`src/rtl/mpqu_pkg.sv`:
```
`default_nettype none
package mpqu_pkg;

  // queue geometry
  localparam int CAPACITY = 16;
  localparam int IDX_W    = (CAPACITY > 1) ? $clog2(CAPACITY) : 1;
  localparam int CNT_W    = $clog2(CAPACITY + 1);
  localparam int SUM_W    = CNT_W + 1;
  localparam int KEY_W    = 16;
  localparam int TAG_W    = 16;
  localparam int ENTRY_W  = KEY_W + TAG_W;
  localparam int OP_W     = 2;
  localparam int OCC_W    = 5;

  // request opcodes
  localparam logic [OP_W-1:0] OP_ENQUEUE = 2'd0;
  localparam logic [OP_W-1:0] OP_DEQUEUE = 2'd1;
  localparam logic [OP_W-1:0] OP_PEEK    = 2'd2;

  typedef enum logic [1:0] {
    ST_IDLE,
    ST_SCAN,
    ST_SHIFT
  } state_t;

  typedef struct packed {
    logic [KEY_W-1:0] key;
    logic [TAG_W-1:0] tag;
  } entry_t;

  // memory port request from the controller
  typedef struct packed {
    logic             we;
    logic [IDX_W-1:0] waddr;
    entry_t           wdata;
    logic [IDX_W-1:0] raddr;
  } mem_req_t;

  // one result as driven on the output ports
  typedef struct packed {
    logic             strobe;
    logic             valid;
    logic [KEY_W-1:0] key;
    logic [TAG_W-1:0] tag;
    logic             error;
    logic             full;
    logic             empty;
    logic [OCC_W-1:0] occ;
  } res_t;

  // low bits of the entry count as reported
  function automatic logic [OCC_W-1:0] occ_bits(input logic [CNT_W-1:0] cnt);
    logic [CNT_W+OCC_W-1:0] wide;
    wide = {{OCC_W{1'b0}}, cnt};
    return wide[OCC_W-1:0];
  endfunction

endpackage
`default_nettype wire

```
`src/rtl/mpqu_ram.sv`:
```
`default_nettype none
module mpqu_ram #(
  parameter int WIDTH = 32,
  parameter int DEPTH = 16,
  parameter int AW    = (DEPTH > 1) ? $clog2(DEPTH) : 1
) (
  input  wire logic             clk,
  input  wire logic             we,
  input  wire logic [AW-1:0]    waddr,
  input  wire logic [WIDTH-1:0] wdata,
  input  wire logic [AW-1:0]    raddr,
  output logic      [WIDTH-1:0] rdata
);

  logic [WIDTH-1:0] mem [DEPTH];

  // write port
  always_ff @(posedge clk) begin
    if (we) begin
      mem[waddr] <= wdata;
    end
  end

  // registered read port
  always_ff @(posedge clk) begin
    rdata <= mem[raddr];
  end

endmodule
`default_nettype wire

```
`src/rtl/mpqu_ctrl.sv`:
```
`default_nettype none
module mpqu_ctrl (
  input  wire logic                     clk,
  input  wire logic                     rst_n,
  input  wire logic                     start,
  input  wire logic [mpqu_pkg::OP_W-1:0]  op,
  input  wire logic [mpqu_pkg::KEY_W-1:0] key,
  input  wire logic [mpqu_pkg::TAG_W-1:0] tag,
  input  wire mpqu_pkg::entry_t         rdata,
  output logic                          busy,
  output mpqu_pkg::mem_req_t            mem_req,
  output mpqu_pkg::res_t                res
);
  import mpqu_pkg::*;

  state_t           state_r, state_nxt;
  logic [CNT_W-1:0] count_r, count_nxt;
  logic [OP_W-1:0]  op_r, op_nxt;
  logic [IDX_W-1:0] cmp_idx_r, cmp_idx_nxt;
  logic [IDX_W-1:0] best_idx_r, best_idx_nxt;
  entry_t           best_r, best_nxt;
  logic [IDX_W-1:0] sh_r, sh_nxt;
  res_t             res_r, res_nxt;

  logic             accept;
  logic             take_new;
  entry_t           best_sel;
  logic [IDX_W-1:0] best_idx_sel;
  logic             last_cmp;
  logic             best_more;
  logic             sh_more;

  assign busy   = (state_r != ST_IDLE);
  assign accept = start && !busy;
  assign res    = res_r;

  // scan compare: strictly greater replaces, so the oldest of equal keys wins
  assign take_new     = (cmp_idx_r == '0) || (rdata.key > best_r.key);
  assign best_sel     = take_new ? rdata : best_r;
  assign best_idx_sel = take_new ? cmp_idx_r : best_idx_r;
  assign last_cmp     = (CNT_W'(cmp_idx_r) == CNT_W'(count_r - 1'b1));
  assign best_more    = ((CNT_W'(best_idx_sel) + CNT_W'(1)) < count_r);
  assign sh_more      = ((SUM_W'(sh_r) + SUM_W'(2)) < SUM_W'(count_r));

  // next state
  always_comb begin
    state_nxt = state_r;
    unique case (state_r)
      ST_IDLE: begin
        if (accept && (op == OP_DEQUEUE || op == OP_PEEK) && count_r != '0) begin
          state_nxt = ST_SCAN;
        end
      end
      ST_SCAN: begin
        if (last_cmp) begin
          if (op_r == OP_DEQUEUE && best_more) begin
            state_nxt = ST_SHIFT;
          end else begin
            state_nxt = ST_IDLE;
          end
        end
      end
      ST_SHIFT: begin
        if (!sh_more) begin
          state_nxt = ST_IDLE;
        end
      end
      default: state_nxt = ST_IDLE;
    endcase
  end

  // memory requests, count and result
  always_comb begin
    mem_req      = '0;
    count_nxt    = count_r;
    op_nxt       = op_r;
    cmp_idx_nxt  = cmp_idx_r;
    best_idx_nxt = best_idx_r;
    best_nxt     = best_r;
    sh_nxt       = sh_r;
    res_nxt      = '0;
    unique case (state_r)
      ST_IDLE: begin
        if (accept) begin
          op_nxt = op;
          unique case (op)
            OP_ENQUEUE: begin
              res_nxt.strobe = 1'b1;
              if (count_r == CNT_W'(CAPACITY)) begin
                res_nxt.error = 1'b1;
              end else begin
                mem_req.we        = 1'b1;
                mem_req.waddr     = count_r[IDX_W-1:0];
                mem_req.wdata.key = key;
                mem_req.wdata.tag = tag;
                count_nxt         = count_r + 1'b1;
              end
            end
            OP_DEQUEUE, OP_PEEK: begin
              if (count_r == '0) begin
                res_nxt.strobe = 1'b1;
                res_nxt.error  = 1'b1;
              end else begin
                mem_req.raddr = '0;
                cmp_idx_nxt   = '0;
              end
            end
            default: res_nxt.strobe = 1'b1;
          endcase
        end
      end
      ST_SCAN: begin
        best_nxt      = best_sel;
        best_idx_nxt  = best_idx_sel;
        mem_req.raddr = cmp_idx_r + 1'b1;
        cmp_idx_nxt   = cmp_idx_r + 1'b1;
        if (last_cmp) begin
          if (op_r == OP_DEQUEUE && best_more) begin
            // start closing the gap: fetch the entry above the winner
            mem_req.raddr = best_idx_sel + 1'b1;
            sh_nxt        = best_idx_sel;
          end else begin
            res_nxt.strobe = 1'b1;
            res_nxt.valid  = 1'b1;
            res_nxt.key    = best_sel.key;
            res_nxt.tag    = best_sel.tag;
            if (op_r == OP_DEQUEUE) begin
              count_nxt = count_r - 1'b1;
            end
          end
        end
      end
      ST_SHIFT: begin
        // move entry sh+1 down to sh, prefetch sh+2
        mem_req.we    = 1'b1;
        mem_req.waddr = sh_r;
        mem_req.wdata = rdata;
        mem_req.raddr = IDX_W'(SUM_W'(sh_r) + SUM_W'(2));
        sh_nxt        = sh_r + 1'b1;
        if (!sh_more) begin
          count_nxt      = count_r - 1'b1;
          res_nxt.strobe = 1'b1;
          res_nxt.valid  = 1'b1;
          res_nxt.key    = best_r.key;
          res_nxt.tag    = best_r.tag;
        end
      end
      default: ;
    endcase
    res_nxt.full  = (count_nxt == CNT_W'(CAPACITY));
    res_nxt.empty = (count_nxt == '0);
    res_nxt.occ   = occ_bits(count_nxt);
  end

  // control registers
  always_ff @(posedge clk) begin
    if (!rst_n) begin
      state_r <= ST_IDLE;
      count_r <= '0;
      res_r   <= '0;
    end else begin
      state_r <= state_nxt;
      count_r <= count_nxt;
      res_r   <= res_nxt;
    end
  end

  // datapath registers
  always_ff @(posedge clk) begin
    op_r       <= op_nxt;
    cmp_idx_r  <= cmp_idx_nxt;
    best_idx_r <= best_idx_nxt;
    best_r     <= best_nxt;
    sh_r       <= sh_nxt;
  end

  a_count_bound: assert property (@(posedge clk) disable iff (!rst_n)
    count_r <= CNT_W'(CAPACITY))
    else $error("entry count above capacity");

  a_scan_range: assert property (@(posedge clk) disable iff (!rst_n)
    (state_r == ST_SCAN) |-> (CNT_W'(cmp_idx_r) < count_r))
    else $error("scan index beyond stored entries");

  a_idle_write: assert property (@(posedge clk) disable iff (!rst_n)
    (state_r == ST_IDLE && !(accept && op == OP_ENQUEUE)) |-> !mem_req.we)
    else $error("memory write while idle without an enqueue");

  a_valid_no_err: assert property (@(posedge clk) disable iff (!rst_n)
    res_r.strobe |-> !(res_r.valid && res_r.error))
    else $error("result both valid and in error");

  a_deq_count: assert property (@(posedge clk) disable iff (!rst_n)
    (res_r.strobe && res_r.valid && op_r == OP_DEQUEUE)
      |-> (SUM_W'(count_r) + SUM_W'(1) == SUM_W'($past(count_r))))
    else $error("dequeue did not remove exactly one entry");

endmodule
`default_nettype wire

```
`src/rtl/max_priority_queue_unsorted_core.sv`:
```
`default_nettype none
// Max-priority queue of mpqu_pkg::CAPACITY entries (key, tag) kept unsorted in a
// single-port-read, single-port-write entry memory. A request is taken when start
// is high and busy is low; its result is shown on the out_ ports for exactly one
// cycle with out_strobe high, the cycle after the request completes, and must be
// taken then since there is no way to hold it. Enqueue, any error case and the
// unused opcode complete in the accept cycle (busy stays low, one request per
// cycle). Peek and dequeue keep busy high while the memory read port scans the
// stored entries one entry per cycle; a dequeue then stays busy while the entries
// above the winner are moved down one per cycle. Among equal keys the oldest
// entry wins.
// No clearing pass after reset.
module max_priority_queue_unsorted_core (
  input  wire logic                      clk,
  input  wire logic                      rst_n,
  input  wire logic                      start,
  output logic                           busy,
  input  wire logic [mpqu_pkg::OP_W-1:0]  in_op,
  input  wire logic [mpqu_pkg::KEY_W-1:0] in_entry_key,
  input  wire logic [mpqu_pkg::TAG_W-1:0] in_entry_tag,
  output logic                           out_strobe,
  output logic                           out_valid,
  output logic [mpqu_pkg::KEY_W-1:0]      out_key,
  output logic [mpqu_pkg::TAG_W-1:0]      out_tag,
  output logic                           out_error,
  output logic                           out_is_full,
  output logic                           out_is_empty,
  output logic [mpqu_pkg::OCC_W-1:0]      out_occupancy
);
  import mpqu_pkg::*;

  mem_req_t mem_req;
  entry_t   rdata;
  res_t     res;

  // entry memory
  mpqu_ram #(
    .WIDTH (ENTRY_W),
    .DEPTH (CAPACITY)
  ) u_ram (
    .clk   (clk),
    .we    (mem_req.we),
    .waddr (mem_req.waddr),
    .wdata (mem_req.wdata),
    .raddr (mem_req.raddr),
    .rdata (rdata)
  );

  // sequencer, scan and count
  mpqu_ctrl u_ctrl (
    .clk     (clk),
    .rst_n   (rst_n),
    .start   (start),
    .op      (in_op),
    .key     (in_entry_key),
    .tag     (in_entry_tag),
    .rdata   (rdata),
    .busy    (busy),
    .mem_req (mem_req),
    .res     (res)
  );

  assign out_strobe    = res.strobe;
  assign out_valid     = res.valid;
  assign out_key       = res.key;
  assign out_tag       = res.tag;
  assign out_error     = res.error;
  assign out_is_full   = res.full;
  assign out_is_empty  = res.empty;
  assign out_occupancy = res.occ;

endmodule
`default_nettype wire
```
`config.mk`:
```
export PLATFORM = sky130hd
export DESIGN_NAME = max_priority_queue_unsorted_core
export DESIGN_NICKNAME = d
export VERILOG_FILES = /design/src/rtl/mpqu_pkg.sv /design/src/rtl/mpqu_ram.sv /design/src/rtl/mpqu_ctrl.sv /design/src/rtl/max_priority_queue_unsorted_core.sv
export SDC_FILE = /design/constraint.sdc
export NUM_CORES = 1
export LEC_CHECK = 0
export BUFFER_PORTS_ARGS = -buffer_cell sky130_fd_sc_hd__buf_2
export CELL_PAD_IN_SITES_DETAIL_PLACEMENT = 1
export CELL_PAD_IN_SITES_GLOBAL_PLACEMENT = 2
export CORE_MARGIN = 2
export CORE_UTILIZATION = 41
export DETAILED_ROUTE_END_ITERATION = 10
export PLACE_DENSITY = 0.75
export SLEW_MARGIN = 40
export SYNTH_ARGS = -nofsm -noshare
export SYNTH_HDL_FRONTEND = slang
export SYNTH_SLANG_ARGS = --single-unit
export TNS_END_PERCENT = 50
```
`constraint.sdc`:
```
create_clock -name clk -period 5.3 [get_ports clk]
set_input_delay 0.265 -clock clk [delete_from_list [all_inputs] [get_ports clk]]
set_output_delay 0.265 -clock clk [all_outputs]
set_load 0.03 [all_outputs]
```
==> impl_metrics.py <==
metrics = {
    "yosys": {
        "syn_area_sq_mm": 0.0273,
        "ys_types": 67,
        "syn_nets": 1933,
        "synth.avg_cell_area_sq_um": 14.7,
        "yosys_warnings": 0,
        "netlist_instances": 1857,
        "ys_seq_elements": 634,
        "async_reset_ff_share_pct": 0,
        "ys_seq_area_share_pct": 67.0,
        "synth_enable_flop_cells": 558,
        "synthFlopType": "edfxtp_1",
    },
    "floorplanning": {
        "start_util_pct": 41.4,
        "ios": 80,
        "coreArea_sq_mm": 0.0659,
        "dieWidth_um": 262,
        "fp.dieH_um": 262,
        "rows": 94,
        "die_area_sq_mm": 0.0686,
    },
    "layout": {
        "n_antenna_cell": 0,
        "final_cell_mix": "edfxtp_1 (558), mux2i_1 (191), mux2_2 (107)",
        "layout-drive-gt1-share_pct": 27.2,
        "nets": 2113,
        "multi_input_area_sq_mm": 0.00914,
        "seqCellArea_sq_mm": 0.0183,
        "final_common_cell": "edfxtp_1",
        "area_growth_pct": 20.9,
        "fillers": 6355,
    },
    "grt": {
        "antenna_found_initial": 1,
        "grt_max_degree": 71,
        "grt_pass1_wl_mm": 120,
        "grt-ovfl-total": 0,
        "grt_pass1_vias": 18500,
        "grt_use_total_pct": 23.8,
    },
    "outcome": {
        "status": "finished with violations",
        "violations": "setup timing",
    },
    "place": {
        "dp_hpwl_mm": 46.4,
        "portBuffers": 79,
        "gp_congestion": 0.816,
        "place_ws_ps": -577,
    },
    "sta": {
        "worst_pin_slew_ps": 826,
        "timing.hold.ws_ps": 162,
        "hold_viol": 0,
        "fmax_mhz": 181,
        "rsz0062_at_grt": "yes",
        "fin_skew_ps": 33.8,
        "setup_slack_ps": -227,
        "finalCritPeriodShare_pct": 104,
        "setup_viol": 32,
        "fin_crit_ps": 5530,
        "drv_slew": 0,
        "relSlewSlack_pct": 44.9,
    },
    "drt": {
        "avgRoutedWirePerCell_um": 27.7,
        "vias": 17400,
        "antenna_left": 0,
        "post-route-drc-count": 0,
        "first_iter_violations": 1437,
        "drt-vias-per-instance": 5.89,
        "dr.pass1.iters": 5,
        "routed_wl_mm": 81.8,
    },
    "setup_path": {
        "critical_path_class": "reg2reg",
        "cp.arrival_ps": 5990,
        "rrSetupSlack_ps": -230,
        "endpoint_kind": "flip-flop",
        "worstPathMaxFanout": 18,
        "cp.required_ps": 5770,
        "cp-start-kind": "flip-flop",
    },
    "clock_tree": {
        "clk_latency_ps": 620,
        "cts_buffer_depth": 3,
        "clk_pin_slew_ps": 60,
        "root_buffer": "clkbuf_16",
        "htreeDepth": 3,
        "cts_buffers": 69,
        "clock-sinks": 634,
        "cts_tree": "yes",
    },
    "pwr": {
        "p_leak_uw": 0.0114,
        "peakVddDrop_mv": 0.235,
        "powerDensity_mw_per_mm2": 321,
    },
    "worst_hold_path": {
        "min-delay-path-class": "in2reg",
    },
    "job": {
        "drv_cap": 0,
    },
}
-- synth_stat cells (56+ instances only) --
| master | instances | area, sq um |
|---|---|---|
| nand2_1 | 56 | 210 |
| a21oi_1 | 90 | 450 |
| edfxtp_1 | 558 | 16800 |
| and2_1 | 71 | 444 |
| a22o_1 | 97 | 850 |
| clkbuf_1 | 62 | 233 |
| or3_1 | 70 | 438 |
| o221ai_1 | 64 | 561 |
| mux2i_1 | 194 | 1940 |
| dfxtp_1 | 76 | 1520 |
| nor2_1 | 78 | 293 |
| mux2_2 | 111 | 1250 |
-- kinds of logic (layout without fill, tap and decap cells) --
| logic type | Yosys count | count (layout) | share of synthesized area (%) |
|---|---|---|---|
| adders and majority gates | 39 | 39 | 1.79 |
| xor gates and xnor gates | 13 | 13 | 0.417 |
| muxes | 309 | 309 | 11.9 |
| buffers and inverters | 163 | 398 | 2.67 |
| AOI/OAI and AO/OA | 368 | 368 | 9.96 |
| and+or+nand+nor | 331 | 331 | 6.34 |
| DFF | 634 | 634 | 67.0 |
-- layer usage --
metal  GRT usage (%)  wire, um
met5               0         0
met4            7.45      2350
met1            32.2     35400
met3            5.03      5640
met2            38.7     38400
-- worst max-delay path: stages, from the launching register on --
cell and delay, ps:
dfxtp_1 400, ha_4 300, nand4_1 150, or3_4 460, or2_4 260, nor2_4 130, nor2_4 60, mux2_4 320
ha_4 170, xnor2_2 130, ha_1 320, a21oi_2 150, o21ai_1 80, or3_4 420, or4_4 450, a211oi_4 230
buf_6 160, a21oi_4 50, buf_6 210, or3_1 410, o221ai_4 90, mux2i_1 100, mux2_4 300
-- power breakdown --
group	total (uW)	switching, uW	internal, uW	leakage, uW
combinational	380	231	149	0.00459
sequential	5460	29.8	5430	0.00572
clock	4770	2000	2760	0.00109
-- area by class of cell --
type / instances / area share (%)
sequential: 634 / 55.4
multi-input combinational: 1060 / 27.7
timing repair buffer: 232 / 6.39
clock buffer: 96 / 5.99
tap: 864 / 3.28
clock inverter: 30 / 0.770
inverter: 40 / 0.463
-- sequential cells by signal, indices dropped and copies added (netlist names) --
register and flops:
u_ram.mem 512, u_ctrl.res 42, u_ctrl.best_r 32, u_ram.rdata 32
u_ctrl.best_idx_r 4, u_ctrl.cmp_idx_r 4, u_ctrl.sh_r 4, u_ctrl.op_r 2
u_ctrl.state_r 2
-- timing repair --
action	CTS	global route
cloned	2	1
setup buffers	6	2
hold endpoints to repair	6	0
pin swaps	21	9
endpoints found under the setup margin	36	36
resized for setup	56	68
hold buffers	3	0
-- worst paths after layout --
kind | startpoint | endpoint | cells after the start
max | u_ram.rdata[24] | u_ram.rdata[23] | 22
min | start | u_ctrl.op_r[1] | 2
max reg2reg | u_ram.rdata[24] | u_ram.rdata[23] | 22
min reg2reg | u_ctrl.best_r[29] | u_ctrl.res[37] | 2
-- metrics by stage --
step	std cells	instance area, sq um	TNS [ps]	total power, uW	utilization (%)
floorplan	1857	27400	-584	5750	-
global placement	2816	29900	-13770	5900	45.5
detailed placement	2816	29900	-17270	5920	45.5
CTS	2953	32600	-4670	10700	49.5
global route	2956	33000	-11090	10900	50.1
finish	2956	33000	-5220	10600	50.1
No activity file was read; power rests on OpenSTA's default activity.
